$ cat config.mk
export PLATFORM = sky130hd
export DESIGN_NAME = pft_point_mem
export DESIGN_NICKNAME = d
export VERILOG_FILES = /design/src/rtl/pft_pkg.sv /design/src/rtl/pft_point_mem.sv
export SDC_FILE = /design/constraint.sdc
export NUM_CORES = 1
export LEC_CHECK = 0
export BUFFER_PORTS_ARGS = -buffer_cell sky130_fd_sc_hd__buf_2
export CAP_MARGIN = 30
export CORE_ASPECT_RATIO = 1.4
export CORE_MARGIN = 8
export CORE_UTILIZATION = 35
export CTS_BUF_LIST = sky130_fd_sc_hd__clkbuf_2 sky130_fd_sc_hd__clkbuf_4 sky130_fd_sc_hd__clkbuf_8
export DETAILED_ROUTE_END_ITERATION = 16
export GPL_ROUTABILITY_DRIVEN = 0
export PLACE_DENSITY = 0.51
export SYNTH_ARGS = -nofsm -noshare
export SYNTH_HDL_FRONTEND = slang
export SYNTH_SLANG_ARGS = --single-unit
$ cat constraint.sdc
create_clock -name clk -period 15.8 [get_ports clk]
set_clock_uncertainty 0.1 [all_clocks]
set_input_delay 2.37 -clock clk [delete_from_list [all_inputs] [get_ports clk]]
set_output_delay 2.37 -clock clk [all_outputs]
set_load 0.02 [all_outputs]
$ cat src/rtl/pft_pkg.sv
`timescale 1ns / 1ps
// ----------------------------------------------------------------------------
// pft_pkg
// Shared types, widths, register indexes and helpers of the polygon
// fan and outline tessellator.
// ----------------------------------------------------------------------------
package pft_pkg;

    localparam int MAX_POINTS_DEF = 16;
    localparam int MIN_POINTS     = 3;
    localparam int FAN_MAX        = 4;

    localparam int COORD_W = 16;
    localparam int RGBA_W  = 32;
    localparam int DLT_W   = 17;
    localparam int SQ_W    = 32;
    localparam int NRM_W   = 16;
    localparam int DEN_W   = 32;
    localparam int DIV_NW  = 45;
    localparam int DIV_DW  = 31;
    localparam int SQ_IW   = 62;
    localparam int SQ_RW   = 31;
    localparam int MIT_W   = 46;
    localparam int SCL_W   = 63;
    localparam int OFF_W   = 45;
    localparam int SUM_W   = 47;
    localparam int FRAC_SH = 28;
    localparam int WID_SH  = 18;
    localparam int CFG_AW  = 4;

    localparam logic signed [DEN_W-1:0] ONE_Q28 = 32'sd268435456;
    localparam logic signed [SCL_W-1:0] WID_RND = SCL_W'((64'd1 << WID_SH) - 64'd1);

    localparam logic [1:0] REG_FILL_EN    = 2'd0;
    localparam logic [1:0] REG_OUTLINE_EN = 2'd1;
    localparam logic [1:0] REG_OUTLINE_W  = 2'd2;

    localparam logic        FILL_EN_RST    = 1'b1;
    localparam logic        OUTLINE_EN_RST = 1'b0;
    localparam logic [15:0] OUTLINE_W_RST  = 16'd256;

    localparam logic KIND_FILL    = 1'b0;
    localparam logic KIND_OUTLINE = 1'b1;

    typedef struct packed {
        logic [RGBA_W-1:0]  edge_rgba;
        logic [RGBA_W-1:0]  fill_rgba;
        logic [COORD_W-1:0] pos_y;
        logic [COORD_W-1:0] pos_x;
    } point_t;

    typedef struct packed {
        logic              start;
        logic [DIV_NW-1:0] num;
        logic [DIV_DW-1:0] den;
    } div_req_t;

    typedef struct packed {
        logic              done;
        logic [DIV_NW-1:0] quo;
    } div_rsp_t;

    typedef struct packed {
        logic             start;
        logic [SQ_IW-1:0] radicand;
    } sqrt_req_t;

    typedef struct packed {
        logic             done;
        logic [SQ_RW-1:0] root;
    } sqrt_rsp_t;

    typedef enum logic [4:0] {
        ST_LOAD,
        ST_CDIV_GO,
        ST_CDIV_WAIT,
        ST_FILL_CTR,
        ST_FILL_RD,
        ST_FILL_EMIT,
        ST_OL_RDP,
        ST_OL_RDA,
        ST_OL_RDB,
        ST_OL_LATB,
        ST_NRM_SQ,
        ST_NRM_SQRT_GO,
        ST_NRM_SQRT_WAIT,
        ST_NRM_DX_GO,
        ST_NRM_DX_WAIT,
        ST_NRM_DY_GO,
        ST_NRM_DY_WAIT,
        ST_NRM_DONE,
        ST_MIT_MUL,
        ST_MIT_DEN,
        ST_MIT_CHK,
        ST_MIT_DX_GO,
        ST_MIT_DX_WAIT,
        ST_MIT_DY_GO,
        ST_MIT_DY_WAIT,
        ST_SIGN,
        ST_SCALE,
        ST_SHIFT,
        ST_EMIT_P,
        ST_EMIT_O,
        ST_EMIT_F0,
        ST_EMIT_F1
    } seq_state_t;

    function automatic logic [COORD_W-1:0] sat16(input logic signed [SUM_W-1:0] v);
        logic signed [SUM_W-1:0] hi;
        logic signed [SUM_W-1:0] lo;
        hi = SUM_W'(32767);
        lo = -SUM_W'(32768);
        if (v > hi)
        begin
            return hi[COORD_W-1:0];
        end
        else if (v < lo)
        begin
            return lo[COORD_W-1:0];
        end
        return v[COORD_W-1:0];
    endfunction

endpackage

$ cat src/rtl/pft_point_mem.sv
`timescale 1ns / 1ps
// ----------------------------------------------------------------------------
// pft_point_mem
// Point store of one polygon: one write port, one read port with a
// registered read.
// ----------------------------------------------------------------------------
module pft_point_mem #(
    parameter int DEPTH = 16,
    parameter int AW    = $clog2(DEPTH)
) (
    input  logic           clk,
    input  logic           we,
    input  logic [AW-1:0]  waddr,
    input  pft_pkg::point_t wdata,
    input  logic           re,
    input  logic [AW-1:0]  raddr,
    output pft_pkg::point_t rdata
);
    import pft_pkg::*;

    point_t mem [DEPTH];

    always_ff @(posedge clk)
    begin
        if (we)
        begin
            mem[waddr] <= wdata;
        end
        if (re)
        begin
            rdata <= mem[raddr];
        end
    end

endmodule

==> run summary, run 1 <==
outcome: complete, no violations
TritonCTS clock tree: built
vias per cell: 5.205
reg-to-reg slack, setup: 14.09 ns
CP Capture Type: flip-flop
clk slew on worst S/H paths: 0.07 ns
syn avg cell area: 24.52 um2
DRT Pass-1 Iters: 5
Final Hold Vio Count: 0
Mapped Nets: 2567
Starting Density: 35.15%
crit start category: input port
FF-to-FF End: rdata[19]
cell area after synthesis: 60320 um2
CTS H-tree lvls: 4
Arr. time, crit path: 6.45 ns
hold path start: mem[6][80]
WL per Instance: 28.20 um
Worst-Margin Slew: 1.100 ns
Clk Latency, worst-skew pair: 0.93 ns
Crit path top cell by count: buf_4
Num CTS Buffers: 238
Pleak: 21.67 nW
largest net degree at the start of global routing: 128
cts repair resizes: 0
Hold WC Path Type: flip-flop to flip-flop
max-cap violations: 0
initial antenna violation count: 45
worst-path maximum fanout: 65
synthesis-stage register bit count: 1632
Post-Syn Instances: 2460
Fillers: 15180
RSZ-0062 raised after global routing: no
vias post-DR: 27640
R2R Path Start: mem[11][19]
CP max stage delay: 0.82 ns
sequential share of the synthesized area: 81.25%
first-pass GRT wire length: 213.5 mm
Hold EP: rdata[80]
share of layout cells above drive strength 1: 33.48%
Starting DRT DRC Count: 2047
setup violators final: 0
setup tns final: 0 ns
Worst Reg-to-Reg Cells: 3
Rows: 180
minimum hold slack: 0.6049 ns
Tot Pwr: 0.008584 W
Critical Path RT: 16.37 ns
warnings from Yosys: 0
Max Root-Sink Buffers: 3
Achievable Freq: 170.1 MHz
Die Span Y: 507.2 um
I/O pins: 203
Die X: 366.9 um
number of I/O port buffers: 202
Setup CP Type: input port to flip-flop
die area: 186100 um2
Post-Layout Inst Area: 68870 um2
min Tclk post-route: 5.880 ns
total power divided by cell area: 124.6 nW/um2
CTS Hold Bufs: 0
Congestion Overflow GR: 0
Core Region: 171600 um2
Slew Limit Fails: 0
synth-to-layout area growth: 14.19%
Clock Sinks: 1632
area post-placement: 64240 um2
gr usage total: 15.82%
HPWL after DPL: 71.55 mm
Root Driver: clkbuf_8
Post-Route WL: 149.7 mm
Top Family by Delay on Critical Path: buffers and inverters
fin nets: 2936
post-layout util: 40.13%
crit path buf inv count: 5
Post-DRT Antenna Nets: 0
drt drc: 0
period utilization: 37.22%
worst path cell trace: buf_8 -> buf_4 -> buf_4 -> buf_4 -> buf_16 -> mux4_2 -> a22oi_1 -> nand2_1
vias in the first global route: 29740
count of distinct cell types in the synthesized netlist: 17
slowest CP cell: buf_4
maximum VDD drop: 111.2 uV
Slew Limit Headroom: 26.70%
Post-CTS Setup Inserts: 0
hold path cells: 3
==> cells in the mapped netlist <==
cell type	n	share of area (%)
mux4_2	384	14
buf_1	32	0.20
nand2_1	97	0.60
buf_2	11	0.091
clkbuf_1	46	0.29
or3b_2	1	0.015
nand3b_1	2	0.025
nor2_1	13	0.081
a22oi_1	192	2.4
nand2b_1	2	0.021
edfxtp_1	1632	81
buf_4	19	0.24
nand3_1	1	0.0083
buf_6	21	0.39
nor2b_1	2	0.021
nor3_1	4	0.033
and2_1	1	0.010
==> where the power goes <==
part | switching, W | internal (W) | leakage [nW]
clock network | 0.00158 | 0.00165 | 2.37
logic | 0.000271 | 0.000164 | 4.46
registers | 0.0000345 | 0.00488 | 14.8
total | 0.00189 | 0.00669 | 21.7
==> state kept, by name, indices dropped and copies added, names as in the netlist <==
name and count:
rdata 96, mem 1536
==> per-layer routing <==
layer / GRT usage (%) / vias to the layer above / routed length, um
met5: 0 / - / 111
met4: 4.299 / 18 / 3104
met3: 3.300 / 253 / 8049
met2: 26.81 / 833 / 74830
met1: 20.77 / 15110 / 63630
li1: - / 11430 / -
==> through the flow <==
| stage | setup slack (ns) | cells |
|---|---|---|
| 4_1_cts | 9.848 | 5296 |
| 5_1_grt | 9.540 | 5299 |
| 3_5_place_dp | 8.762 | 4862 |
| 2_1_floorplan | 5.652 | 2460 |
| 3_3_place_gp | 8.672 | 4856 |
| 6_report | 9.920 | 5310 |
==> how the worst max path moves through the flow <==
stage	from	cells after the start	to	slack [ns]
2_1_floorplan	waddr[2]	2	mem[0][0]	5.65
3_3_place_gp	raddr[0]	7	rdata[59]	8.67
3_5_place_dp	raddr[0]	8	rdata[72]	8.76
4_1_cts	raddr[0]	8	rdata[64]	9.85
5_1_grt	raddr[0]	8	rdata[64]	9.54
6_report	raddr[0]	8	rdata[64]	9.92
==> layout by cell type, fill, tap and decap left out, drive strengths merged <==
| master | netlist | routed |
|---|---|---|
| and2 | 1 | 1 |
| nand2b | 2 | 2 |
| clkinvlp | 0 | 8 |
| nor2 | 13 | 13 |
| a22oi | 192 | 192 |
| nand3b | 2 | 2 |
| nand2 | 97 | 97 |
| edfxtp | 1632 | 1632 |
| nand3 | 1 | 1 |
| inv | 0 | 7 |
| mux4 | 384 | 384 |
| nor3 | 4 | 4 |
| buf | 83 | 258 |
| nor2b | 2 | 2 |
| clkinv | 0 | 108 |
| or3b | 1 | 1 |
| bufinv | 0 | 5 |
| clkbuf | 46 | 306 |
| diode | 0 | 12 |
==> area by class of cell <==
cell class                      instances  area (um2)  share of cell area (%)
Sequential cell                      1632       49010                   71.15
Multi-Input combinational cell        699       10720                   15.56
Clock buffer                          306        3792                   5.506
Tap cell                             2275        2846                   4.133
Timing Repair Buffer                  258        1728                   2.509
Clock inverter                        128       752.0                   1.092
Antenna cell                           12       30.03                 0.04360
==> logic make-up after synthesis <==
logic type | count (synthesis) | share of synthesized area [%]
muxes | 384 | 14.34
AOI/OAI and AO/OA | 192 | 2.390
and+or+nand+nor | 123 | 0.8173
buffers and inverters | 129 | 1.205
DFF | 1632 | 81.25
==> tightest hold or removal path: stages (launching register included) <==
cell and delay (ns):
edfxtp_1 0.31, mux4_2 0.23, a22oi_1 0.07, nand2_1 0.07
Note: power is estimated with default switching activity, not from simulation.
==> inputs of run 2 (changes only) <==
Settings changed: PLACE_DENSITY 0.51 to 0.53.
Clock period 15.8 ns to 5.2 ns, I/O delays scaled along.
==> run summary, run 2 (synthesis results as in run 1) <==
Clock Sinks: 1632
Worst path depth: 1
FF-to-FF End: rdata[88]
Num CTS Buffers: 233
Arr. time, crit path: 1.69 ns
WL per Instance: 27.74 um
CTS H-tree lvls: 4
sequential power share: 56.6%
slowest CP cell: edfxtp_1
top flop regs: mem (1536), rdata (96)
largest net degree at the start of global routing: 104
Hold EP: mem[6][87]
Combinational Power Share: 5.2%
max-cap violations: 0
RSZ-0062 raised after global routing: no
Slew Limit Headroom: 36.16%
highest routed layer: met5
Core Region: 171600 um2
hold path start: wdata[87]
met3 WL: 8.819 mm
fin worst setup slack: 2.630 ns
Post-DRT Antenna Nets: 0
Starting Density: 35.15%
vias in the first global route: 30070
gr usage total: 15.78%
sw power: 0.005803 W
Die Span Y: 507.2 um
internal power: 0.02061 W
Clk Latency, worst-skew pair: 0.93 ns
fin nets: 3004
period utilization: 49.43%
Starting DRT DRC Count: 2471
max FFs per register: 1536
commonest non-fill, non-tap cell in the layout: edfxtp_1
min Tclk post-route: 2.570 ns
drt drc: 0
Die X: 366.9 um
first-pass GRT wire length: 213.7 mm
CP max stage delay: 0.53 ns
Achievable Freq: 389.0 MHz
Worst Reg-to-Reg Cells: 3
Max Root-Sink Buffers: 3
Clock Power Share: 38.2%
Congestion Overflow GR: 0
vias post-DR: 27720
met2 wire len: 74.89 mm
maximum VDD drop: 217.9 uV
Pleak: 22.15 nW
Hold WC Path Type: input port to flip-flop
Setup WS pre-CTS: 1.860 ns
initial antenna violation count: 32
Slew Limit Fails: 0
worst-path maximum fanout: 1
Post-Route WL: 149.1 mm
I/O pins: 203
synth-to-layout area growth: 15.94%
Top Family by Delay on Critical Path: flip-flops
Setup CP Type: flip-flop to output port
crit start category: flip-flop
R2R Path Start: mem[2][88]
Critical Path RT: 4.32 ns
Metal-1 WL: 62.36 mm
CP Capture Type: output port
outcome: complete, no violations
post-layout util: 40.75%
TritonCTS clock tree: built
hold path cells: 1
clk slew on worst S/H paths: 0.07 ns
setup violators final: 0
Root Driver: clkbuf_8
register with the most flip-flops: mem
number of I/O port buffers: 202
Final Hold Vio Count: 0
share of layout cells above drive strength 1: 34.01%
Rows: 180
Switching Share: 21.97%
HPWL after DPL: 75.77 mm
DRT Pass-1 Iters: 5
Worst-Margin Slew: 0.9576 ns
die area: 186100 um2
worst path cell trace: buf_2
reg-to-reg slack, setup: 3.53 ns
vias per cell: 5.156
total power divided by cell area: 377.7 nW/um2
crit path buf inv count: 1
most frequent cells in the layout: edfxtp_1, mux4_2, clkbuf_8
minimum hold slack: 0.1343 ns
[run 2: how the worst max path moves through the flow]
stage / startpoint / to / slack (ns)
2_1_floorplan: waddr[2] / mem[1][0] / -0.76
3_3_place_gp: raddr[0] / rdata[33] / 1.86
3_5_place_dp: raddr[0] / rdata[33] / 1.86
4_1_cts: rdata[17] / rdata[17] / 2.40
5_1_grt: rdata[17] / rdata[17] / 2.47
6_report: rdata[17] / rdata[17] / 2.63
[run 2: what timing repair did]
item                                    4_1_cts  5_1_grt
resized for setup                             0        0
buffers inserted                              0        0
hold buffers                                 57        0
endpoints found under the setup margin        0        0
hold endpoints to repair                    585        0
[run 2: metal layers]
layer	up-vias	GRT usage [%]
li1	11570	-
met1	15030	20.66
met2	889	26.83
met3	216	3.062
met4	18	4.624
met5	-	0
[run 2: power by group through the flow]
| stage | Sequential (W) | Combinational [W] | Clock (W) |
|---|---|---|---|
| 6_report | 0.0149 | 0.00139 | 0.0101 |
| 5_1_grt | 0.0150 | 0.00150 | 0.0109 |
| 4_1_cts | 0.0149 | 0.00143 | 0.0104 |
| 3_5_place_dp | 0.0152 | 0.00138 | 0 |
| 3_3_place_gp | 0.0152 | 0.00134 | 0 |
| 2_1_floorplan | 0.0153 | 0.000707 | 0 |
[run 2: metrics by stage]
step / total power, W / setup TNS, ns / instance area [um2] / std cells
finish: 0.02642 / 0 / 69930 / 5376
global route: 0.02738 / 0 / 69910 / 5368
CTS: 0.02682 / 0 / 69880 / 5364
detailed placement: 0.01661 / 0 / 64640 / 4879
global placement: 0.01654 / 0 / 64510 / 4873
floorplan: 0.01596 / -258.93 / 60380 / 2460
[run 2: area by class of cell]
type / instances / area, um2
antenna: 11 / 27.53
clock buffer: 295 / 3691
clock inverter: 133 / 979.7
fill: 15040 / 101700
multi-input combinational: 699 / 10740
sequential: 1632 / 49010
tap: 2275 / 2846
timing repair buffer: 331 / 2639
