File: config.mk
export PLATFORM = sky130hd
export DESIGN_NAME = pft_isqrt
export DESIGN_NICKNAME = d
export VERILOG_FILES = /design/src/rtl/pft_pkg.sv /design/src/rtl/pft_isqrt.sv
export SDC_FILE = /design/constraint.sdc
export NUM_CORES = 1
export LEC_CHECK = 0
export ABC_AREA = 1
export BUFFER_PORTS_ARGS = -buffer_cell sky130_fd_sc_hd__buf_2
export CAP_MARGIN = 20
export CORE_UTILIZATION = 40
export CTS_CLUSTER_SIZE = 8
export DETAILED_ROUTE_END_ITERATION = 8
export PLACE_DENSITY = 0.64
export SETUP_SLACK_MARGIN = 0.5
export SYNTH_ARGS = -nofsm -noshare
export SYNTH_HDL_FRONTEND = slang
export SYNTH_SLANG_ARGS = --single-unit
File: constraint.sdc
create_clock -name clk -period 4 [get_ports clk]
set_input_delay 0.2 -clock clk [delete_from_list [all_inputs] [get_ports clk]]
set_output_delay 0.2 -clock clk [all_outputs]
set_load 0.03 [all_outputs]
File: src/rtl/pft_pkg.sv
`timescale 1ns / 1ps
// ----------------------------------------------------------------------------
// pft_pkg
// Shared types, widths, register indexes and helpers of the polygon
// fan and outline tessellator.
// ----------------------------------------------------------------------------
package pft_pkg;

    localparam int MAX_POINTS_DEF = 16;
    localparam int MIN_POINTS     = 3;
    localparam int FAN_MAX        = 4;

    localparam int COORD_W = 16;
    localparam int RGBA_W  = 32;
    localparam int DLT_W   = 17;
    localparam int SQ_W    = 32;
    localparam int NRM_W   = 16;
    localparam int DEN_W   = 32;
    localparam int DIV_NW  = 45;
    localparam int DIV_DW  = 31;
    localparam int SQ_IW   = 62;
    localparam int SQ_RW   = 31;
    localparam int MIT_W   = 46;
    localparam int SCL_W   = 63;
    localparam int OFF_W   = 45;
    localparam int SUM_W   = 47;
    localparam int FRAC_SH = 28;
    localparam int WID_SH  = 18;
    localparam int CFG_AW  = 4;

    localparam logic signed [DEN_W-1:0] ONE_Q28 = 32'sd268435456;
    localparam logic signed [SCL_W-1:0] WID_RND = SCL_W'((64'd1 << WID_SH) - 64'd1);

    localparam logic [1:0] REG_FILL_EN    = 2'd0;
    localparam logic [1:0] REG_OUTLINE_EN = 2'd1;
    localparam logic [1:0] REG_OUTLINE_W  = 2'd2;

    localparam logic        FILL_EN_RST    = 1'b1;
    localparam logic        OUTLINE_EN_RST = 1'b0;
    localparam logic [15:0] OUTLINE_W_RST  = 16'd256;

    localparam logic KIND_FILL    = 1'b0;
    localparam logic KIND_OUTLINE = 1'b1;

    typedef struct packed {
        logic [RGBA_W-1:0]  edge_rgba;
        logic [RGBA_W-1:0]  fill_rgba;
        logic [COORD_W-1:0] pos_y;
        logic [COORD_W-1:0] pos_x;
    } point_t;

    typedef struct packed {
        logic              start;
        logic [DIV_NW-1:0] num;
        logic [DIV_DW-1:0] den;
    } div_req_t;

    typedef struct packed {
        logic              done;
        logic [DIV_NW-1:0] quo;
    } div_rsp_t;

    typedef struct packed {
        logic             start;
        logic [SQ_IW-1:0] radicand;
    } sqrt_req_t;

    typedef struct packed {
        logic             done;
        logic [SQ_RW-1:0] root;
    } sqrt_rsp_t;

    typedef enum logic [4:0] {
        ST_LOAD,
        ST_CDIV_GO,
        ST_CDIV_WAIT,
        ST_FILL_CTR,
        ST_FILL_RD,
        ST_FILL_EMIT,
        ST_OL_RDP,
        ST_OL_RDA,
        ST_OL_RDB,
        ST_OL_LATB,
        ST_NRM_SQ,
        ST_NRM_SQRT_GO,
        ST_NRM_SQRT_WAIT,
        ST_NRM_DX_GO,
        ST_NRM_DX_WAIT,
        ST_NRM_DY_GO,
        ST_NRM_DY_WAIT,
        ST_NRM_DONE,
        ST_MIT_MUL,
        ST_MIT_DEN,
        ST_MIT_CHK,
        ST_MIT_DX_GO,
        ST_MIT_DX_WAIT,
        ST_MIT_DY_GO,
        ST_MIT_DY_WAIT,
        ST_SIGN,
        ST_SCALE,
        ST_SHIFT,
        ST_EMIT_P,
        ST_EMIT_O,
        ST_EMIT_F0,
        ST_EMIT_F1
    } seq_state_t;

    function automatic logic [COORD_W-1:0] sat16(input logic signed [SUM_W-1:0] v);
        logic signed [SUM_W-1:0] hi;
        logic signed [SUM_W-1:0] lo;
        hi = SUM_W'(32767);
        lo = -SUM_W'(32768);
        if (v > hi)
        begin
            return hi[COORD_W-1:0];
        end
        else if (v < lo)
        begin
            return lo[COORD_W-1:0];
        end
        return v[COORD_W-1:0];
    endfunction

endpackage

File: src/rtl/pft_isqrt.sv
`timescale 1ns / 1ps
// ----------------------------------------------------------------------------
// pft_isqrt
// Serial integer square root, one root bit per cycle, result rounded down.
// ----------------------------------------------------------------------------
module pft_isqrt (
    input  logic                 clk,
    input  logic                 rst_n,
    input  pft_pkg::sqrt_req_t   req,
    output pft_pkg::sqrt_rsp_t   rsp
);
    import pft_pkg::*;

    localparam int CNT_W = $clog2(SQ_RW);
    localparam int REM_W = SQ_RW + 2;

    logic              busy_reg;
    logic              done_reg;
    logic [CNT_W-1:0]  cnt_reg;
    logic [SQ_IW-1:0]  opd_reg;
    logic [REM_W-1:0]  rem_reg;
    logic [SQ_RW-1:0]  root_reg;
    logic [REM_W+1:0]  rem_sh;
    logic [REM_W+1:0]  trial;
    logic              fits;

    always_comb
    begin
        rem_sh = {rem_reg, opd_reg[SQ_IW-1:SQ_IW-2]};
        trial  = (REM_W + 2)'({root_reg, 2'b01});
        fits   = rem_sh >= trial;
    end

    always_ff @(posedge clk or negedge rst_n)
    begin
        if (!rst_n)
        begin
            busy_reg <= 1'b0;
            done_reg <= 1'b0;
            cnt_reg  <= '0;
        end
        else
        begin
            done_reg <= 1'b0;
            if (req.start)
            begin
                busy_reg <= 1'b1;
                cnt_reg  <= '0;
            end
            else if (busy_reg)
            begin
                cnt_reg <= cnt_reg + 1'b1;
                if (cnt_reg == CNT_W'(SQ_RW - 1))
                begin
                    busy_reg <= 1'b0;
                    done_reg <= 1'b1;
                end
            end
        end
    end

    always_ff @(posedge clk)
    begin
        if (req.start)
        begin
            opd_reg  <= req.radicand;
            rem_reg  <= '0;
            root_reg <= '0;
        end
        else if (busy_reg)
        begin
            opd_reg  <= {opd_reg[SQ_IW-3:0], 2'b00};
            rem_reg  <= fits ? REM_W'(rem_sh - trial) : rem_sh[REM_W-1:0];
            root_reg <= {root_reg[SQ_RW-2:0], fits};
        end
    end

    assign rsp.done = done_reg;
    assign rsp.root = root_reg;

endmodule

==> reports/qor.yml, run 1 <==
gp_congestion: 0.939
final_net_count: 1339
slowest_stage: "clkinv_2"
crit_chain: "nor2_2, buf_4, clkinv_2, buf_4"
antenna_left: 0
drive_gt1_frac: 0.125
post-dp-hpwl_microns: 14800
crit_fanout: 55
drv_cap: 0
final_area_sq_um: 9270
htree_num_levels: 4
ir_drop_uv: 423
leakage_nw: 4.94
clkPwrFrac: 0.222
synth-seq-cells: 133
seqPwrFrac: 0.253
diodes: 0
wl_per_cell_microns: 13.3
pwr-share-comb: 0.525
cts_num_sinks: 133
worstSetupPathType: "reg -> reg"
grt_max_degree: 67
syn_nets: 1249
netlist_area_sq_um: 7950
drc: 0
slew_violations: 0
cp_top_family: "buffers and inverters"
placed_cell_area_sq_um: 8670
crit_buf_inv: 3
grt_pass1_wl_microns: 33400
p_sw_w: 0.00328
cp-start-kind: "flop"
hold_violations: 0
path_clk_slew_ps: 70
portBuffers: 96
hold_path.class: "in -> reg"
die_x_microns: 143
yosys_warnings: 0
syn_inst: 1149
drt-total-wl_microns: 20200
power.total_w: 0.00697
fin_crit_sh: 0.632
endpoint_kind: "flop"
drt-initial-drc-count: 425
largest_reg_flops: 62
fin_skew_ps: 15.0
r2r_setup_slack_ps: 1470
die_y_microns: 143
synth-edff-count: 62
routed_via_density: 4.74
fmax_ghz: 0.395
p_int_w: 0.00369
core_sq_um: 19500
relSlewSlack: 0.326
rsz0062_at_grt: "false"
rows: 51
track_usage: 0.212
dieArea_sq_um: 20400
clockBufferDepth: 2
async_reset_ff_frac: 0.0526
whs_ps: 19.4
ys_seq_area_frac: 0.417
tritoncts: "done"
power.density_nw_per_um2: 752
syn2layout_area_growth_pct: 16.6
critPathRequiredTime_ps: 4090
tightest_slew_ps: 1010
clock_latency_ps: 430
num_vias: 7189
dpl.cell_count: 1483
syn_avg_cell_area_sq_um: 6.92
synth_ff_type: "dfxtp_1"
initial_core_util: 0.409
fin_tns_setup_ps: 0
root_buffer: "clkbuf_16"
drtPass1Iterations: 7
status: "complete, no violations"
slowest_delay_ps: 650
yosysUniqueCellTypes: 35
antenna_found_initial: 0
setup_viol: 0
worstPathArrival_ps: 2620
grt_pass1_vias: 6802
cts_inserted_buffers: 17
grt-ovfl-total: 0
fin_cells: 1517
ioPinCount: 97
min_period_ps: 2530
p_sw_frac: 0.470
cp_common_cell: "buf_4"
==> worst min-delay path: cells and delay by family <==
kind / cells / cell delay, ps
and+or+nand+nor: 1 / 40
buffers and inverters: 2 / 110
==> layout make-up <==
cell class	count	area (sq um)
sequential	133	3320
clock inverter	15	151
inverter	151	568
timing repair buffer	104	566
tap	265	332
fill	2070	10200
clock buffer	17	425
multi-input combinational	832	3910
==> synth_stat cells (all sizes together), types with 13 or more instances <==
cell type,count,area share
nand2,542,0.26
inv,151,0.071
nand3,80,0.052
dfxtp,64,0.16
edfxtp,62,0.23
nor2,57,0.030
ha,35,0.055
o22ai,30,0.024
a21oi,24,0.016
clkbuf,20,0.0094
xor2,15,0.017
buf,13,0.011
==> metrics by stage <==
stage,setup WS [ps],util
2_1_floorplan,1000,-
3_3_place_gp,1460,0.444
3_5_place_dp,1450,0.446
4_1_cts,1440,0.476
5_1_grt,1180,0.476
6_report,1470,0.476
==> kinds of logic (layout without fill, tap and decap cells) <==
group                      count (synthesis)  in the layout  share of synthesized area
xor gates and xnor gates                  15             15                     0.0165
and+or+nand+nor                          713            713                      0.368
buffers and inverters                    184            287                     0.0917
adders and majority gates                 35             35                     0.0551
AOI/OAI and AO/OA                         69             69                     0.0513
DFF                                      133            133                      0.417
==> path summary, 6_finish.rpt <==
check                            start     endpoint  cells past startpoint
setup / recovery              busy_reg  opd_reg[35]                      4
hold / removal                  req[0]   opd_reg[0]                      3
setup reg to reg              busy_reg  opd_reg[35]                      4
hold reg to reg            rem_reg[23]  rem_reg[23]                      2
max in group asynchronous        rst_n   cnt_reg[1]                      2
min in group asynchronous        rst_n   cnt_reg[0]                      2
==> metal layers <==
metal	up-vias	track usage	part of all wire
met5	-	0	0
met4	0	0.0600	0.012
met3	16	0.0493	0.044
met2	174	0.354	0.46
met1	3201	0.272	0.48
li1	3798	-	-
==> cell usage in the layout (no fill, tap or decap), types with 22 or more instances in the layout <==
| cell | instances |
|---|---|
| a21oi_1 | 22 |
| buf_2 | 96 |
| dfxtp_1 | 64 |
| edfxtp_1 | 62 |
| ha_1 | 35 |
| inv_1 | 147 |
| nand2_1 | 537 |
| nand3_1 | 78 |
| nor2_1 | 49 |
| o22ai_1 | 30 |
==> power groups by stage <==
| stage | Sequential (W) | Combinational (W) | Clock [W] |
|---|---|---|---|
| floorplan | 0.00177 | 0.00283 | 0 |
| global placement | 0.00179 | 0.00363 | 0 |
| detailed placement | 0.00179 | 0.00364 | 0 |
| CTS | 0.00176 | 0.00366 | 0.00158 |
| global route | 0.00179 | 0.00421 | 0.00164 |
| finish | 0.00177 | 0.00366 | 0.00155 |
==> what timing repair did <==
action / in CTS / in global routing
gates resized for setup: 0 / 0
buffers inserted: 0 / 0
endpoints found under the hold margin: 8 / 0
hold buffers: 2 / 0
Note: power is estimated with default switching activity, not from simulation.
==> run 2, diff against run 1 <==
--- a/config.mk
+++ b/config.mk
@@ -11,7 +11,7 @@
 export CORE_UTILIZATION = 40
 export CTS_CLUSTER_SIZE = 8
 export DETAILED_ROUTE_END_ITERATION = 8
-export PLACE_DENSITY = 0.64
+export PLACE_DENSITY = 0.67
 export SETUP_SLACK_MARGIN = 0.5
 export SYNTH_ARGS = -nofsm -noshare
 export SYNTH_HDL_FRONTEND = slang
==> constraint.sdc (replaced) <==
create_clock -name clk -period 2.15 [get_ports clk]
set_input_delay 0.1075 -clock clk [delete_from_list [all_inputs] [get_ports clk]]
set_output_delay 0.1075 -clock clk [all_outputs]
set_load 0.03 [all_outputs]
==> reports/qor.yml, run 2 (synthesis results as in run 1) <==
setup_viol: 0
clock_latency_ps: 440
drive_gt1_frac: 0.301
wl_per_cell_microns: 14.6
critPathRequiredTime_ps: 2470
drtPass1Iterations: 5
slew_violations: 0
cp-endpoint: "rem_reg[2]"
fin_cells: 1619
largest_reg_flops: 62
worstSetupPathType: "reg -> reg"
dieArea_sq_um: 20400
status: "complete, no violations"
antenna_found_initial: 0
gp_congestion: 0.918
p_sw_frac: 0.457
timing.rr.start: "root_reg[13]"
syn2layout_area_growth_pct: 44.4
mostFrequentLayoutCells: "480 x nand2_1, 114 x inv_1, 96 x buf_2"
layout_setup_ws_ps: 97.3
min_period_ps: 2050
grt-ovfl-total: 0
tritoncts: "done"
multi_input_area_sq_um: 4800
grt_max_degree: 55
power.density_nw_per_um2: 1420
final_net_count: 1441
die_x_microns: 143
die_y_microns: 143
htree_num_levels: 4
final_area_sq_um: 11500
core_sq_um: 19500
relSlewSlack: 0.652
drt-initial-drc-count: 505
placed_cell_area_sq_um: 9510
place_ws_ps: 31.3
r2r-end: "rem_reg[2]"
drt-total-wl_microns: 23700
fin_crit_sh: 0.955
p_sw_w: 0.00745
drv_cap: 0
hold_violations: 0
clockBufferDepth: 2
whs_ps: 14.5
leakage_nw: 5.67
portBuffers: 96
rows: 51
cts_num_sinks: 133
endpoint_kind: "flop"
p_int_w: 0.00885
ioPinCount: 97
path_clk_slew_ps: 80
cts_inserted_buffers: 17
initial_core_util: 0.409
mostFrequentLayoutCell: "nand2_1"
clkPwrFrac: 0.194
crit_chain: "inv_4, ha_4, nand2_4, inv_4, nand2_4, nor2_4, nand4_1, nand3_4, nand2_8, nand2_8, clkbuf_16, nand2_2, nand3_1, nand2_1"
fmax_ghz: 0.487
dpl.cell_count: 1497
root_buffer: "clkbuf_16"
tightest_slew_ps: 522
hold_path.class: "in -> reg"
crit_fanout: 8
antenna_left: 0
reg2reg_depth: 14
rsz0062_at_grt: "true"
fin_skew_ps: 18.5
pwr-share-comb: 0.599
diodes: 0
routed_via_density: 4.86
post-dp-hpwl_microns: 15800
num_vias: 7867
fill_cells: 1731
fin_tns_setup_ps: 0
grt_pass1_wl_microns: 38100
seqPwrFrac: 0.207
ff_latch_area_sq_um: 3450
startpoint: "root_reg[13]"
r2r_setup_slack_ps: 100
slowest_delay_ps: 360
worstPathArrival_ps: 2370
track_usage: 0.241
ir_drop_uv: 772
grt_pass1_vias: 7795
slowest_stage: "dfxtp_4"
cp-start-kind: "flop"
drc: 0
## run 2: cell count changes in the layout (fill, tap and decap cells not counted), moves of 16 or more
cell and delta:
dlygate4sd3_1 +60, nand2_1 -57, dfxtp_1 -45, nand2_2 +39
inv_1 -33, dfxtp_4 +31, ha_1 -31, ha_4 +31
buf_4 +28, inv_4 +25, nand3_1 -22, nand3_2 +18
nand2_4 +16
## run 2: stage by stage
stage,utilization,total power (W)
floorplan,-,0.00920
global placement,0.489,0.0111
detailed placement,0.489,0.0111
CTS,0.569,0.0151
global route,0.590,0.0175
finish,0.590,0.0163
## run 2: worst min path at each step
stage                     startpoint     endpoint  cells after the start
after floorplan                rst_n     busy_reg                      0
after global placement         rst_n     busy_reg                      1
after detailed placement       rst_n     busy_reg                      1
after CTS                    req[22]  opd_reg[22]                      3
after global routing         req[22]  opd_reg[22]                      3
final                        req[22]  opd_reg[22]                      3
## run 2: power by group through the flow
stage	Clock [W]	Combinational [W]	Sequential [W]
floorplan	0	0.00582	0.00338
global placement	0	0.00770	0.00339
detailed placement	0	0.00773	0.00340
CTS	0.00322	0.00850	0.00336
global route	0.00332	0.0108	0.00343
finish	0.00317	0.00976	0.00338
## run 2: metal layers
| metal | vias to the layer above | wire, microns | track usage |
|---|---|---|---|
| met5 | - | 0 | 0 |
| met4 | 0 | 559 | 0.0787 |
| met3 | 44 | 1040 | 0.0419 |
| met2 | 195 | 11600 | 0.417 |
| met1 | 3612 | 10500 | 0.302 |
| li1 | 4016 | - | - |
## run 2: worst max-delay path, delay by kind of cell, from the launching register on
kind / cells / cell delay, ps
AND/OR/NAND/NOR: 10 / 980
adder cells (fa/ha/maj): 1 / 300
buffers and inverters: 3 / 290
flip-flops: 1 / 360
## run 2: cell type report
class                   instances  share of cell area
clock buffers                  17              0.0370
inverters                     151              0.0549
repair buffers                206               0.142
well taps                     265              0.0289
clock inverters                15              0.0181
flip-flops and latches        133               0.301
multi-input cells             832               0.418
## run 2: what timing repair did
action	CTS	global route
gates cloned	1	3
setup buffers	15	9
pin swaps	9	34
hold buffers	62	0
endpoints found under the setup margin	34	34
gates resized for setup	49	76
endpoints found under the hold margin	68	0
