--- config.mk ---
export PLATFORM = sky130hd
export DESIGN_NAME = pft_divider
export DESIGN_NICKNAME = d
export VERILOG_FILES = /design/src/rtl/pft_pkg.sv /design/src/rtl/pft_divider.sv
export SDC_FILE = /design/constraint.sdc
export NUM_CORES = 1
export LEC_CHECK = 0
export BUFFER_PORTS_ARGS = -buffer_cell sky130_fd_sc_hd__buf_2
export CORE_AREA = 10 10 100 146
export DETAILED_ROUTE_END_ITERATION = 6
export DIE_AREA = 0 0 110 156
export HOLD_SLACK_MARGIN = 0.06
export PLACE_DENSITY = 0.78
export SYNTH_ARGS = -nofsm -noshare
export SYNTH_HDL_FRONTEND = slang
export SYNTH_SLANG_ARGS = --single-unit
--- constraint.sdc ---
create_clock -name clk -period 3.15 [get_ports clk]
set_input_delay 0.4725 -clock clk [delete_from_list [all_inputs] [get_ports clk]]
set_output_delay 0.4725 -clock clk [all_outputs]
set_load 0.1 [all_outputs]
--- src/rtl/pft_pkg.sv ---
`timescale 1ns / 1ps
// ----------------------------------------------------------------------------
// pft_pkg
// Shared types, widths, register indexes and helpers of the polygon
// fan and outline tessellator.
// ----------------------------------------------------------------------------
package pft_pkg;

    localparam int MAX_POINTS_DEF = 16;
    localparam int MIN_POINTS     = 3;
    localparam int FAN_MAX        = 4;

    localparam int COORD_W = 16;
    localparam int RGBA_W  = 32;
    localparam int DLT_W   = 17;
    localparam int SQ_W    = 32;
    localparam int NRM_W   = 16;
    localparam int DEN_W   = 32;
    localparam int DIV_NW  = 45;
    localparam int DIV_DW  = 31;
    localparam int SQ_IW   = 62;
    localparam int SQ_RW   = 31;
    localparam int MIT_W   = 46;
    localparam int SCL_W   = 63;
    localparam int OFF_W   = 45;
    localparam int SUM_W   = 47;
    localparam int FRAC_SH = 28;
    localparam int WID_SH  = 18;
    localparam int CFG_AW  = 4;

    localparam logic signed [DEN_W-1:0] ONE_Q28 = 32'sd268435456;
    localparam logic signed [SCL_W-1:0] WID_RND = SCL_W'((64'd1 << WID_SH) - 64'd1);

    localparam logic [1:0] REG_FILL_EN    = 2'd0;
    localparam logic [1:0] REG_OUTLINE_EN = 2'd1;
    localparam logic [1:0] REG_OUTLINE_W  = 2'd2;

    localparam logic        FILL_EN_RST    = 1'b1;
    localparam logic        OUTLINE_EN_RST = 1'b0;
    localparam logic [15:0] OUTLINE_W_RST  = 16'd256;

    localparam logic KIND_FILL    = 1'b0;
    localparam logic KIND_OUTLINE = 1'b1;

    typedef struct packed {
        logic [RGBA_W-1:0]  edge_rgba;
        logic [RGBA_W-1:0]  fill_rgba;
        logic [COORD_W-1:0] pos_y;
        logic [COORD_W-1:0] pos_x;
    } point_t;

    typedef struct packed {
        logic              start;
        logic [DIV_NW-1:0] num;
        logic [DIV_DW-1:0] den;
    } div_req_t;

    typedef struct packed {
        logic              done;
        logic [DIV_NW-1:0] quo;
    } div_rsp_t;

    typedef struct packed {
        logic             start;
        logic [SQ_IW-1:0] radicand;
    } sqrt_req_t;

    typedef struct packed {
        logic             done;
        logic [SQ_RW-1:0] root;
    } sqrt_rsp_t;

    typedef enum logic [4:0] {
        ST_LOAD,
        ST_CDIV_GO,
        ST_CDIV_WAIT,
        ST_FILL_CTR,
        ST_FILL_RD,
        ST_FILL_EMIT,
        ST_OL_RDP,
        ST_OL_RDA,
        ST_OL_RDB,
        ST_OL_LATB,
        ST_NRM_SQ,
        ST_NRM_SQRT_GO,
        ST_NRM_SQRT_WAIT,
        ST_NRM_DX_GO,
        ST_NRM_DX_WAIT,
        ST_NRM_DY_GO,
        ST_NRM_DY_WAIT,
        ST_NRM_DONE,
        ST_MIT_MUL,
        ST_MIT_DEN,
        ST_MIT_CHK,
        ST_MIT_DX_GO,
        ST_MIT_DX_WAIT,
        ST_MIT_DY_GO,
        ST_MIT_DY_WAIT,
        ST_SIGN,
        ST_SCALE,
        ST_SHIFT,
        ST_EMIT_P,
        ST_EMIT_O,
        ST_EMIT_F0,
        ST_EMIT_F1
    } seq_state_t;

    function automatic logic [COORD_W-1:0] sat16(input logic signed [SUM_W-1:0] v);
        logic signed [SUM_W-1:0] hi;
        logic signed [SUM_W-1:0] lo;
        hi = SUM_W'(32767);
        lo = -SUM_W'(32768);
        if (v > hi)
        begin
            return hi[COORD_W-1:0];
        end
        else if (v < lo)
        begin
            return lo[COORD_W-1:0];
        end
        return v[COORD_W-1:0];
    endfunction

endpackage

--- src/rtl/pft_divider.sv ---
`timescale 1ns / 1ps
// ----------------------------------------------------------------------------
// pft_divider
// Serial restoring divider for unsigned operands, one quotient bit per
// cycle.
// ----------------------------------------------------------------------------
module pft_divider (
    input  logic                clk,
    input  logic                rst_n,
    input  pft_pkg::div_req_t   req,
    output pft_pkg::div_rsp_t   rsp
);
    import pft_pkg::*;

    localparam int CNT_W = $clog2(DIV_NW);

    logic              busy_reg;
    logic              done_reg;
    logic [CNT_W-1:0]  cnt_reg;
    logic [DIV_NW-1:0] quo_reg;
    logic [DIV_DW-1:0] den_reg;
    logic [DIV_DW-1:0] rem_reg;
    logic [DIV_DW:0]   rem_sh;
    logic              fits;

    always_comb
    begin
        rem_sh = {rem_reg, quo_reg[DIV_NW-1]};
        fits   = rem_sh >= {1'b0, den_reg};
    end

    always_ff @(posedge clk or negedge rst_n)
    begin
        if (!rst_n)
        begin
            busy_reg <= 1'b0;
            done_reg <= 1'b0;
            cnt_reg  <= '0;
        end
        else
        begin
            done_reg <= 1'b0;
            if (req.start)
            begin
                busy_reg <= 1'b1;
                cnt_reg  <= '0;
            end
            else if (busy_reg)
            begin
                cnt_reg <= cnt_reg + 1'b1;
                if (cnt_reg == CNT_W'(DIV_NW - 1))
                begin
                    busy_reg <= 1'b0;
                    done_reg <= 1'b1;
                end
            end
        end
    end

    always_ff @(posedge clk)
    begin
        if (req.start)
        begin
            quo_reg <= req.num;
            den_reg <= req.den;
            rem_reg <= '0;
        end
        else if (busy_reg)
        begin
            quo_reg <= {quo_reg[DIV_NW-2:0], fits};
            rem_reg <= fits ? DIV_DW'(rem_sh - {1'b0, den_reg}) : rem_sh[DIV_DW-1:0];
        end
    end

    assign rsp.done = done_reg;
    assign rsp.quo  = quo_reg;

endmodule

==> implementation parameters, run 1 <==
Parameter                              Value

Run
  Maxcap violations ... 0

Setup path
  Setup crit end kind ... register
  Slowest stage cell on the critical path ... sky130_fd_sc_hd__ha_1
  Crit path launch type ... register
  R2R depth ... 11
  R2R Path End ... rem_reg[5]
  Worst path most repeated cell ... sky130_fd_sc_hd__a21oi_1
  Cell-by-cell listing of the critical path ... inv_1 -> ha_1 -> a21oi_1 -> o21ai_0 -> a221oi_1 -> o221ai_1 -> a31oi_4 -> buf_12 -> and3b_1 -> a21oi_1 -> a211oi_1
  Category of the most critical setup path ... reg2reg
  Required time at the endpoint of the critical path ... 3.40 ns
  Arrival time of the worst setup path ... 3.19 ns
  Register-to-register setup slack ... 0.21 ns
  Startpoint of the most critical register-to-register path ... den_reg[23]
  Maximum single-stage delay on the critical path ... 0.40 ns
  Highest fanout seen on the critical path ... 38
  Worst setup path start ... den_reg[23]

Timing
  Hold slack ... 0.227 ns
  Final critical delay including setup and external delays ... 2.94 ns
  Slew of the pin with the lowest slew margin ... 0.942 ns
  Unrepaired setup endpoints after global routing ... no
  Fraction of the cycle the final worst path needs ... 93.3%
  Relative slew slack ... 37.2%
  Clock skew ... 0.0104 ns
  Setup-violating endpoint count in the final report ... 0
  Max Clk Rate ... 340 MHz
  Final max-slew violation count ... 0
  Count of final hold-check violations ... 0

Clock tree
  TritonCTS clock tree ... done
  Skew-Pair Late Insertion Delay ... 0.42 ns
  Number of clock buffers inserted by TritonCTS ... 17
  H-tree depth ... 4
  Clock buffer depth ... 2
  Clock Tree Root ... sky130_fd_sc_hd__clkbuf_16
  TritonCTS Sinks ... 115
  Number of post-CTS setup repair buffers ... 0
  Clk pin slew, worst setup/hold paths ... 0.06 ns

Power
  PD cells ... 891 mW/mm²
  Worst supply voltage drop on vdd ... 0.000520 V
  Reg power frac ... 30.6%
  Psw ... 2.88 mW
  Static Leakage ... 3.49 nW
  P_int ... 4.01 mW
  Combinational fraction of design power ... 42.9%
  Overall power after layout ... 6.88 mW
  Fraction of power consumed by the clock network ... 26.5%
  Sw frac ... 41.8%

Global routing
  First-pass GRT wire length ... 26100 µm
  Antenna violations before repair ... 0
  Overall fraction of global-route tracks in use ... 18.9%
  Maximum number of pins on one net before global-route repair ... 81
  GRT Residual Overflow ... 0
  Via count of the first global-routing pass ... 5495

Routing
  Avg WL per Cell ... 18.0 µm
  Via Count ... 5042
  Vias per std cell ... 5.68
  1st-iter DRT viols ... 206
  Number of nets with antenna violations after routing ... 0
  Number of iterations in the first detailed-routing pass ... 5
  Count of unresolved DRC violations after routing ... 0
  Routed Wire Length ... 15900 µm

Yosys
  Number of instances in the synthesized netlist ... 601
  Synthesized area per cell ... 10.8 µm²
  Share of the yosys chip area belonging to registers ... 47.9%
  Most used flip-flop cell after synthesis ... sky130_fd_sc_hd__edfxtp_1
  Share of flip-flops with an asynchronous set or reset ... 6.96%
  Netlist area before placement ... 0.00648 mm²
  Yosys cell types ... 75
  Number of storage elements in the synthesis netlist ... 115
  Total of warnings raised by yosys ... 0
  EDFF count, synth ... 76
  Synthesized net count ... 714

Placement
  RD Place Congestion ... 0.952
  Placed standard-cell area ... 0.00716 mm²
  HPWL after detailed placement ... 11600 µm
  I/O Buffers ... 124

Final layout
  Share of layout cells above drive strength 1 ... 31.3%
  Core utilization of the finished layout ... 64.7%
  Post-layout net count ... 834
  Synth-to-layout area growth ... 19.4%
  Antenna diodes ... 0
  Post-route cell area ... 0.00773 mm²
  Max FFs per register ... 45

Hold path
  Worst hold path depth ... 1
  Hold/Removal Path Class ... in2reg
  HP Start ... req[11]
  Worst hold path endpoint ... den_reg[11]

Die
  Total Die Area ... 0.0172 mm²
  I/O pins ... 125
  Standard cell core area ... 0.0120 mm²
  Width of the die ... 110 µm
  Starting Density ... 54.2%
  Die outline height ... 156 µm
  Standard-cell row count ... 49

Run status
  Result of the run ... finished clean
## worst max-delay path by stage
stage	endpoint	cells past startpoint
4_1_cts	rem_reg[27]	11
6_report	rem_reg[5]	11
2_1_floorplan	rem_reg[23]	11
3_3_place_gp	rem_reg[23]	11
5_1_grt	rem_reg[5]	11
3_5_place_dp	rem_reg[27]	11
## worst max-delay path, delay by kind of cell (launching register included)
kind | cells | cell delay (ns)
AOI/OAI and AO/OA | 7 | 1.55
adders and majority gates | 1 | 0.40
buffers and inverters | 2 | 0.28
DFF | 1 | 0.32
and+or+nand+nor | 1 | 0.20
## power groups by stage
stage	combinational [mW]	sequential, mW	clock, mW
after floorplan	1.89	2.59	0
after global placement	2.83	2.11	0
after detailed placement	2.90	2.12	0
after CTS	2.94	2.10	1.84
after global routing	3.20	2.14	1.91
final	2.96	2.10	1.82
## metal layers
layer	GRT usage (%)	wire length, µm
met1	18.9	5820
met2	33.3	8380
met4	9.14	484
met3	6.99	1230
met5	0	0
## synthesized netlist by cell type, types with 3 or more instances
cell type	number	area [µm²]
sky130_fd_sc_hd__clkbuf_1	12	45.0
sky130_fd_sc_hd__buf_2	4	20.0
sky130_fd_sc_hd__nand2b_1	5	31.3
sky130_fd_sc_hd__mux2_2	44	495
sky130_fd_sc_hd__a21o_1	12	90.1
sky130_fd_sc_hd__and3_1	4	25.0
sky130_fd_sc_hd__mux2i_1	13	130
sky130_fd_sc_hd__edfxtp_1	76	2280
sky130_fd_sc_hd__nand2_1	34	128
sky130_fd_sc_hd__buf_4	3	22.5
sky130_fd_sc_hd__nor2b_1	7	43.8
sky130_fd_sc_hd__ha_1	33	413
sky130_fd_sc_hd__a211oi_1	20	150
sky130_fd_sc_hd__dfrtp_1	8	200
sky130_fd_sc_hd__buf_6	3	33.8
sky130_fd_sc_hd__nand4_1	9	56.3
sky130_fd_sc_hd__clkbuf_8	4	55.1
sky130_fd_sc_hd__xor2_1	18	158
sky130_fd_sc_hd__a31oi_1	7	43.8
sky130_fd_sc_hd__dfxtp_1	31	621
sky130_fd_sc_hd__nor2_1	54	203
sky130_fd_sc_hd__o21ai_0	21	105
sky130_fd_sc_hd__o21bai_1	3	22.5
sky130_fd_sc_hd__nand3_1	10	50.1
sky130_fd_sc_hd__inv_1	44	165
sky130_fd_sc_hd__nor3_1	6	30.0
sky130_fd_sc_hd__a21oi_1	44	220
sky130_fd_sc_hd__xnor2_1	10	87.6
sky130_fd_sc_hd__o211ai_1	4	30.0
## layout make-up
type                    instances  area [µm²]
fillers                       943        4230
flip-flops and latches        115        3100
multi-input cells             412        3020
repair buffers                131         691
clock buffers                  17         425
well taps                     153         191
inverters                      44         165
clock inverters                15         134
## cell families (layout without fill, tap and decap cells)
logic type | count (synthesis) | count (layout) | synth area share [%]
fa+ha+maj | 34 | 34 | 6.68
buf+inv | 74 | 207 | 5.76
simple gates | 154 | 154 | 11.8
compound gates | 138 | 138 | 14.2
xor+xnor | 28 | 28 | 3.79
flops | 115 | 115 | 47.9
mux | 58 | 58 | 9.89
## repair_timing
action | CTS | global route
endpoints found under the setup margin | 0 | 4
resized for setup | 0 | 2
endpoints found under the hold margin | 8 | 0
hold buffers | 1 | 0
## through the flow
step / setup slack (ns) / TNS, ns / std cells
2_1_floorplan: -0.00992 / -0.00992 / 601
3_3_place_gp: 0.365 / 0 / 854
3_5_place_dp: 0.248 / 0 / 854
4_1_cts: 0.143 / 0 / 887
5_1_grt: 0.0126 / 0 / 887
6_report: 0.212 / 0 / 887
## cells in the final DEF (no fill, tap or decap), drive strengths merged, types with 3 or more instances in the layout
cell | Yosys | routed
or2 | 3 | 3
and4 | 3 | 3
nand3 | 10 | 10
nand4 | 9 | 9
o21bai | 3 | 3
buf | 10 | 130
mux2 | 45 | 45
nand2b | 5 | 5
or2b | 3 | 3
mux2i | 13 | 13
dfrtp | 8 | 8
nand2 | 34 | 34
o21ai | 22 | 22
a21oi | 44 | 44
edfxtp | 76 | 76
o211ai | 5 | 5
or3 | 3 | 3
nor3 | 6 | 6
and3 | 5 | 5
clkbuf | 18 | 17
inv | 44 | 55
xnor2 | 10 | 10
o32ai | 3 | 3
a21o | 13 | 13
a31oi | 9 | 9
nor2b | 9 | 9
ha | 33 | 33
a211oi | 20 | 20
dfxtp | 31 | 31
nor2 | 54 | 54
xor2 | 18 | 18
No activity file was read; power rests on OpenSTA's default activity.
==> run 2: changes to the inputs <==
--- a/config.mk
+++ b/config.mk
@@ -7,6 +7,7 @@
 export LEC_CHECK = 0
 export BUFFER_PORTS_ARGS = -buffer_cell sky130_fd_sc_hd__buf_2
 export CORE_AREA = 10 10 100 146
+export CTS_BUF_LIST = sky130_fd_sc_hd__clkbuf_8
 export DETAILED_ROUTE_END_ITERATION = 6
 export DIE_AREA = 0 0 110 156
 export HOLD_SLACK_MARGIN = 0.06
==> run 2 against run 1 <==
Compared with the run above:
- via count is 0.34% lower
- setup slack better by 0.017 ns
- die area unchanged
- clock skew rose by 0.0023 ns
- cell area is 2.3% lower
- clock-buffer cell count stayed put
- global-route usage decreased by 0.23 points
- highest routed layer unchanged
==> implementation parameters, run 2 (same netlist as run 1, synthesis figures left out) <==
Parameter                              Value

Run status
  Result of the run ... finished clean

Timing
  Unrepaired setup endpoints after global routing ... no
  Max Clk Rate ... 342 MHz
  Count of final hold-check violations ... 0
  Slew of the pin with the lowest slew margin ... 0.945 ns
  Clock skew ... 0.0127 ns
  Fraction of the cycle the final worst path needs ... 92.7%
  Final total negative setup slack ... 0 ns
  Relative slew slack ... 37.0%
  Final max-slew violation count ... 0
  Setup-violating endpoint count in the final report ... 0
  Final critical delay including setup and external delays ... 2.92 ns
  Final worst setup slack ... 0.228 ns

Setup path
  Highest fanout seen on the critical path ... 5
  Worst setup path start ... den_reg[4]
  Required time at the endpoint of the critical path ... 3.51 ns
  Cell-by-cell listing of the critical path ... inv_1 -> ha_1 -> a21o_2 -> a31o_2 -> o211ai_2 -> a21oi_1 -> o311ai_0 -> or3b_1 -> xor2_1 -> mux2i_1 -> a211oi_1
  Slowest stage cell on the critical path ... sky130_fd_sc_hd__or3b_1
  Category of the most critical setup path ... reg2reg
  Family with the most delay on the worst path ... compound AO/OA/AOI/OAI gates
  Maximum single-stage delay on the critical path ... 0.40 ns
  R2R depth ... 11
  Register-to-register setup slack ... 0.23 ns
  R2R Path End ... rem_reg[27]
  Setup crit end kind ... register
  Crit path launch type ... register
  Arrival time of the worst setup path ... 3.28 ns
  Startpoint of the most critical register-to-register path ... den_reg[4]
  Sum of buffers and inverters on the critical path ... 1

Die
  Die outline height ... 156 µm
  Standard-cell row count ... 49
  I/O pins ... 125
  Standard cell core area ... 0.0120 mm²
  Total Die Area ... 0.0172 mm²
  Width of the die ... 110 µm
  Starting Density ... 54.2%

Final layout
  Commonest cells after routing, fill and taps aside ... 123 x sky130_fd_sc_hd__buf_2, 76 x sky130_fd_sc_hd__edfxtp_1, 54 x sky130_fd_sc_hd__nor2_1
  Antenna diodes ... 0
  Max FFs per register ... 45
  Core utilization of the finished layout ... 63.2%
  Most common cell after layout, fill and taps aside ... sky130_fd_sc_hd__buf_2
  Post-layout net count ... 836
  Multi-input combinational cell area ... 0.00302 mm²
  Register Area ... 0.00310 mm²
  Share of layout cells above drive strength 1 ... 31.5%
  Post-route cell area ... 0.00755 mm²
  Synth-to-layout area growth ... 16.6%
  Fill cell instance count of the final layout ... 969

Run
  Maxcap violations ... 0

Hold path
  Worst hold path depth ... 1
  HP Start ... req[22]
  Hold/Removal Path Class ... in2reg
  Worst hold path endpoint ... den_reg[22]

Clock tree
  H-tree depth ... 4
  Clock Tree Root ... sky130_fd_sc_hd__clkbuf_8
  Clk pin slew, worst setup/hold paths ... 0.08 ns
  TritonCTS Sinks ... 115
  Number of clock buffers inserted by TritonCTS ... 17
  TritonCTS clock tree ... done
  Skew-Pair Late Insertion Delay ... 0.44 ns
  Clock buffer depth ... 2

Routing
  Count of unresolved DRC violations after routing ... 0
  Routed Wire Length ... 15600 µm
  Number of nets with antenna violations after routing ... 0
  Vias per std cell ... 5.65
  Number of iterations in the first detailed-routing pass ... 5
  Avg WL per Cell ... 17.5 µm
  1st-iter DRT viols ... 196
  Via Count ... 5025

Global routing
  Maximum number of pins on one net before global-route repair ... 81
  First-pass GRT wire length ... 25700 µm
  Overall fraction of global-route tracks in use ... 18.7%
  Antenna violations before repair ... 0
  Via count of the first global-routing pass ... 5429
  GRT Residual Overflow ... 0

Power
  Worst supply voltage drop on vdd ... 0.000520 V
  P_int ... 3.56 mW
  Sw frac ... 44.0%
  Reg power frac ... 33.0%
  Static Leakage ... 3.41 nW
  PD cells ... 841 mW/mm²
  Psw ... 2.80 mW
  Fraction of power consumed by the clock network ... 20.3%
  Combinational fraction of design power ... 46.7%

Placement
  HPWL after detailed placement ... 11600 µm
  I/O Buffers ... 124
  RD Place Congestion ... 0.952
  Placed standard-cell area ... 0.00716 mm²
  Worst Setup Slack post-DPL ... 0.248 ns
[run 2: cell types whose count changed in the layout (fill, tap and decap cells not counted)]
cell | previous run | this run
sky130_fd_sc_hd__buf_4 | 6 | 8
sky130_fd_sc_hd__clkbuf_8 | 0 | 17
sky130_fd_sc_hd__clkbuf_16 | 17 | 0
sky130_fd_sc_hd__o311ai_0 | 0 | 1
sky130_fd_sc_hd__o311ai_1 | 1 | 0
[run 2: how the worst max path moves through the flow]
stage                     depth (start not counted)           to  slack, ns
final                                            11  rem_reg[27]       0.23
after global routing                             12   rem_reg[5]      0.004
after CTS                                        11  rem_reg[27]       0.21
after detailed placement                         11  rem_reg[27]       0.25
after global placement                           11  rem_reg[23]       0.37
after floorplan                                  11  rem_reg[23]      -0.01
[run 2: layout make-up]
class | instances | share of cell area [%]
sequential | 115 | 41.1
multi-input combinational | 412 | 40.0
inverter | 44 | 2.19
clock inverter | 15 | 1.77
clock buffer | 17 | 3.10
tap | 153 | 2.53
timing repair buffer | 133 | 9.34
[run 2: power by group through the flow]
stage | combinational, mW | clock, mW | sequential, mW
2_1_floorplan | 1.89 | 0 | 2.59
3_3_place_gp | 2.83 | 0 | 2.11
3_5_place_dp | 2.90 | 0 | 2.12
4_1_cts | 2.93 | 1.32 | 2.10
5_1_grt | 3.21 | 1.37 | 2.14
6_report | 2.96 | 1.29 | 2.10
[run 2: timing repair]
action	in CTS	in global routing
hold endpoints to repair	8	0
buffers inserted	0	2
resized for setup	0	1
hold buffers	1	0
setup endpoints to repair	0	4
[run 2: through the flow]
stage / hold WS (ns) / instances / total power, mW
2_1_floorplan: 0.177 / 601 / 4.48
3_3_place_gp: 0.318 / 854 / 4.94
3_5_place_dp: 0.321 / 854 / 5.03
4_1_cts: 0.169 / 887 / 6.35
5_1_grt: 0.174 / 889 / 6.73
6_report: 0.199 / 889 / 6.36
[run 2: metal layers]
metal / global-route usage [%] / wire length, µm / vias up
met5: 0 / 0 / -
met4: 8.08 / 432 / 0
met3: 7.49 / 1240 / 39
met2: 33.0 / 8240 / 163
met1: 18.7 / 5660 / 2384
li1: - / - / 2439
==> run 3: changes to the inputs <==
==> constraint.sdc (replaced) <==
create_clock -name clk -period 3.15 [get_ports clk]
set_input_delay 0.315 -clock clk [delete_from_list [all_inputs] [get_ports clk]]
set_output_delay 0.315 -clock clk [all_outputs]
set_load 0.1 [all_outputs]
==> run 3 against run 2 <==
Compared with the run above:
- setup slack improved by 0.063 ns
- sequential share of layout area shrank 1.7 points
- clock-buffer cell count stayed put
- flip-flop and latch count did not move
- sequential power hardly changed
- final cell count is 3.6% higher
- fmax increased by 2.2%
- largest power group unchanged
==> implementation parameters, run 3 (same netlist as run 1, synthesis figures left out) <==
Parameter                              Value

Final layout
  Commonest cells after routing, fill and taps aside ... 123 x sky130_fd_sc_hd__buf_2, 76 x sky130_fd_sc_hd__edfxtp_1, 54 x sky130_fd_sc_hd__nor2_1
  Max FFs per register ... 45
  Post-layout net count ... 868
  Fill cell instance count of the final layout ... 942
  Antenna diodes ... 0
  Share of layout cells above drive strength 1 ... 30.1%
  Core utilization of the finished layout ... 65.9%
  Post-route cell area ... 0.00787 mm²
  Synth-to-layout area growth ... 21.6%
  Most common cell after layout, fill and taps aside ... sky130_fd_sc_hd__buf_2

Global routing
  Maximum number of pins on one net before global-route repair ... 52
  Antenna violations before repair ... 0
  GRT Residual Overflow ... 0
  First-pass GRT wire length ... 26600 µm
  Via count of the first global-routing pass ... 5690
  Overall fraction of global-route tracks in use ... 19.2%

Timing
  Count of final hold-check violations ... 0
  Clock skew ... 0.0141 ns
  Final total negative setup slack ... 0 ns
  Max Clk Rate ... 350 MHz
  Final max-slew violation count ... 0
  Setup-violating endpoint count in the final report ... 0
  Relative slew slack ... 62.1%
  Hold slack ... 0.185 ns
  Fraction of the cycle the final worst path needs ... 90.7%
  Slew of the pin with the lowest slew margin ... 0.568 ns
  Unrepaired setup endpoints after global routing ... no
  Final critical delay including setup and external delays ... 2.86 ns

Clock tree
  Clock Tree Root ... sky130_fd_sc_hd__clkbuf_8
  Skew-Pair Late Insertion Delay ... 0.43 ns
  Number of post-CTS setup repair buffers ... 0
  Clk pin slew, worst setup/hold paths ... 0.08 ns
  TritonCTS clock tree ... done
  TritonCTS Sinks ... 115
  Number of clock buffers inserted by TritonCTS ... 17
  Clock buffer depth ... 2
  H-tree depth ... 4

Setup path
  Required time at the endpoint of the critical path ... 3.50 ns
  Cell-by-cell listing of the critical path ... inv_1 -> ha_1 -> a21o_1 -> o21bai_1 -> a221o_2 -> a21oi_1 -> o21ai_2 -> a31oi_2 -> o31a_1 -> mux2_4 -> o32ai_2
  Arrival time of the worst setup path ... 3.21 ns
  Sum of buffers and inverters on the critical path ... 1
  Setup crit end kind ... register
  Maximum single-stage delay on the critical path ... 0.39 ns
  Crit path launch type ... register
  Family with the most delay on the worst path ... compound AO/OA/AOI/OAI gates
  Highest fanout seen on the critical path ... 8
  Slowest stage cell on the critical path ... sky130_fd_sc_hd__ha_1
  Category of the most critical setup path ... reg2reg

Run status
  Result of the run ... finished clean

Die
  Standard cell core area ... 0.0120 mm²
  I/O pins ... 125
  Starting Density ... 54.2%
  Total Die Area ... 0.0172 mm²
  Width of the die ... 110 µm
  Standard-cell row count ... 49
  Die outline height ... 156 µm

Placement
  I/O Buffers ... 124
  RD Place Congestion ... 0.867
  Placed standard-cell area ... 0.00718 mm²
  HPWL after detailed placement ... 11600 µm

Power
  P_int ... 3.63 mW
  Fraction of power consumed by the clock network ... 20.1%
  Static Leakage ... 3.53 nW
  Psw ... 2.72 mW
  PD cells ... 806 mW/mm²
  Worst supply voltage drop on vdd ... 0.000533 V
  Combinational fraction of design power ... 46.8%
  Sw frac ... 42.9%
  Reg power frac ... 33.1%
  Overall power after layout ... 6.35 mW

Routing
  Number of iterations in the first detailed-routing pass ... 6
  Avg WL per Cell ... 17.0 µm
  Routed Wire Length ... 15700 µm
  1st-iter DRT viols ... 272
  Number of nets with antenna violations after routing ... 0
  Count of unresolved DRC violations after routing ... 0
  Via Count ... 5126
  Vias per std cell ... 5.57

Run
  Maxcap violations ... 0

Hold path
  Hold/Removal Path Class ... in2reg
[run 3: cell count changes in the layout (fill, tap and decap cells not counted), sizes merged]
cell         change
dlygate4sd3     +31
inv              -8
clkinv           +4
clkinvlp         +3
buf              +1
bufinv           +1
[run 3: worst paths after layout]
check / start / endpoint / slack, ns / cells after the start
min in group asynchronous: rst_n / cnt_reg[3] / 0.28 / 2
max in group asynchronous: rst_n / busy_reg / 2.70 / 2
worst min-delay path: req[53] / quo_reg[22] / 0.18 / 2
worst max-delay path: den_reg[12] / rem_reg[23] / 0.29 / 11
worst max register to register: den_reg[12] / rem_reg[23] / 0.29 / 11
worst min register to register: rem_reg[28] / rem_reg[28] / 0.49 / 2
[run 3: power groups by stage]
stage | logic (mW) | clock network [mW] | registers [mW]
4_1_cts | 2.96 | 1.30 | 2.10
5_1_grt | 3.26 | 1.36 | 2.14
6_report | 2.97 | 1.28 | 2.10
3_5_place_dp | 2.91 | 0 | 2.12
2_1_floorplan | 1.89 | 0 | 2.59
3_3_place_gp | 2.82 | 0 | 2.11
[run 3: layout make-up]
| type | count | area [µm²] | area share (%) |
|---|---|---|---|
| Timing Repair Buffer | 165 | 1020 | 13.0 |
| Clock inverter | 15 | 133 | 1.68 |
| Multi-Input combinational cell | 412 | 3020 | 38.4 |
| Clock buffer | 17 | 234 | 2.97 |
| Sequential cell | 115 | 3100 | 39.4 |
| Tap cell | 153 | 191 | 2.43 |
| Inverter | 44 | 165 | 2.10 |
[run 3: layer usage]
| metal | vias to the layer above | share of wire [%] | global-route usage [%] |
|---|---|---|---|
| met4 | 0 | 3.0 | 8.15 |
| met3 | 40 | 6.5 | 6.66 |
| met1 | 2428 | 38 | 19.5 |
| li1 | 2494 | - | - |
| met2 | 164 | 53 | 34.2 |
| met5 | - | 0 | 0 |
[run 3: stage by stage]
stage	setup slack, ns	std cells
2_1_floorplan	-0.00992	601
3_3_place_gp	0.362	857
3_5_place_dp	0.227	857
4_1_cts	0.214	921
5_1_grt	0.0340	921
6_report	0.292	921
[run 3: timing repair]
action,4_1_cts,5_1_grt
resized for setup,0,1
hold endpoints to repair,39,0
hold buffers,32,0
endpoints found under the setup margin,0,4
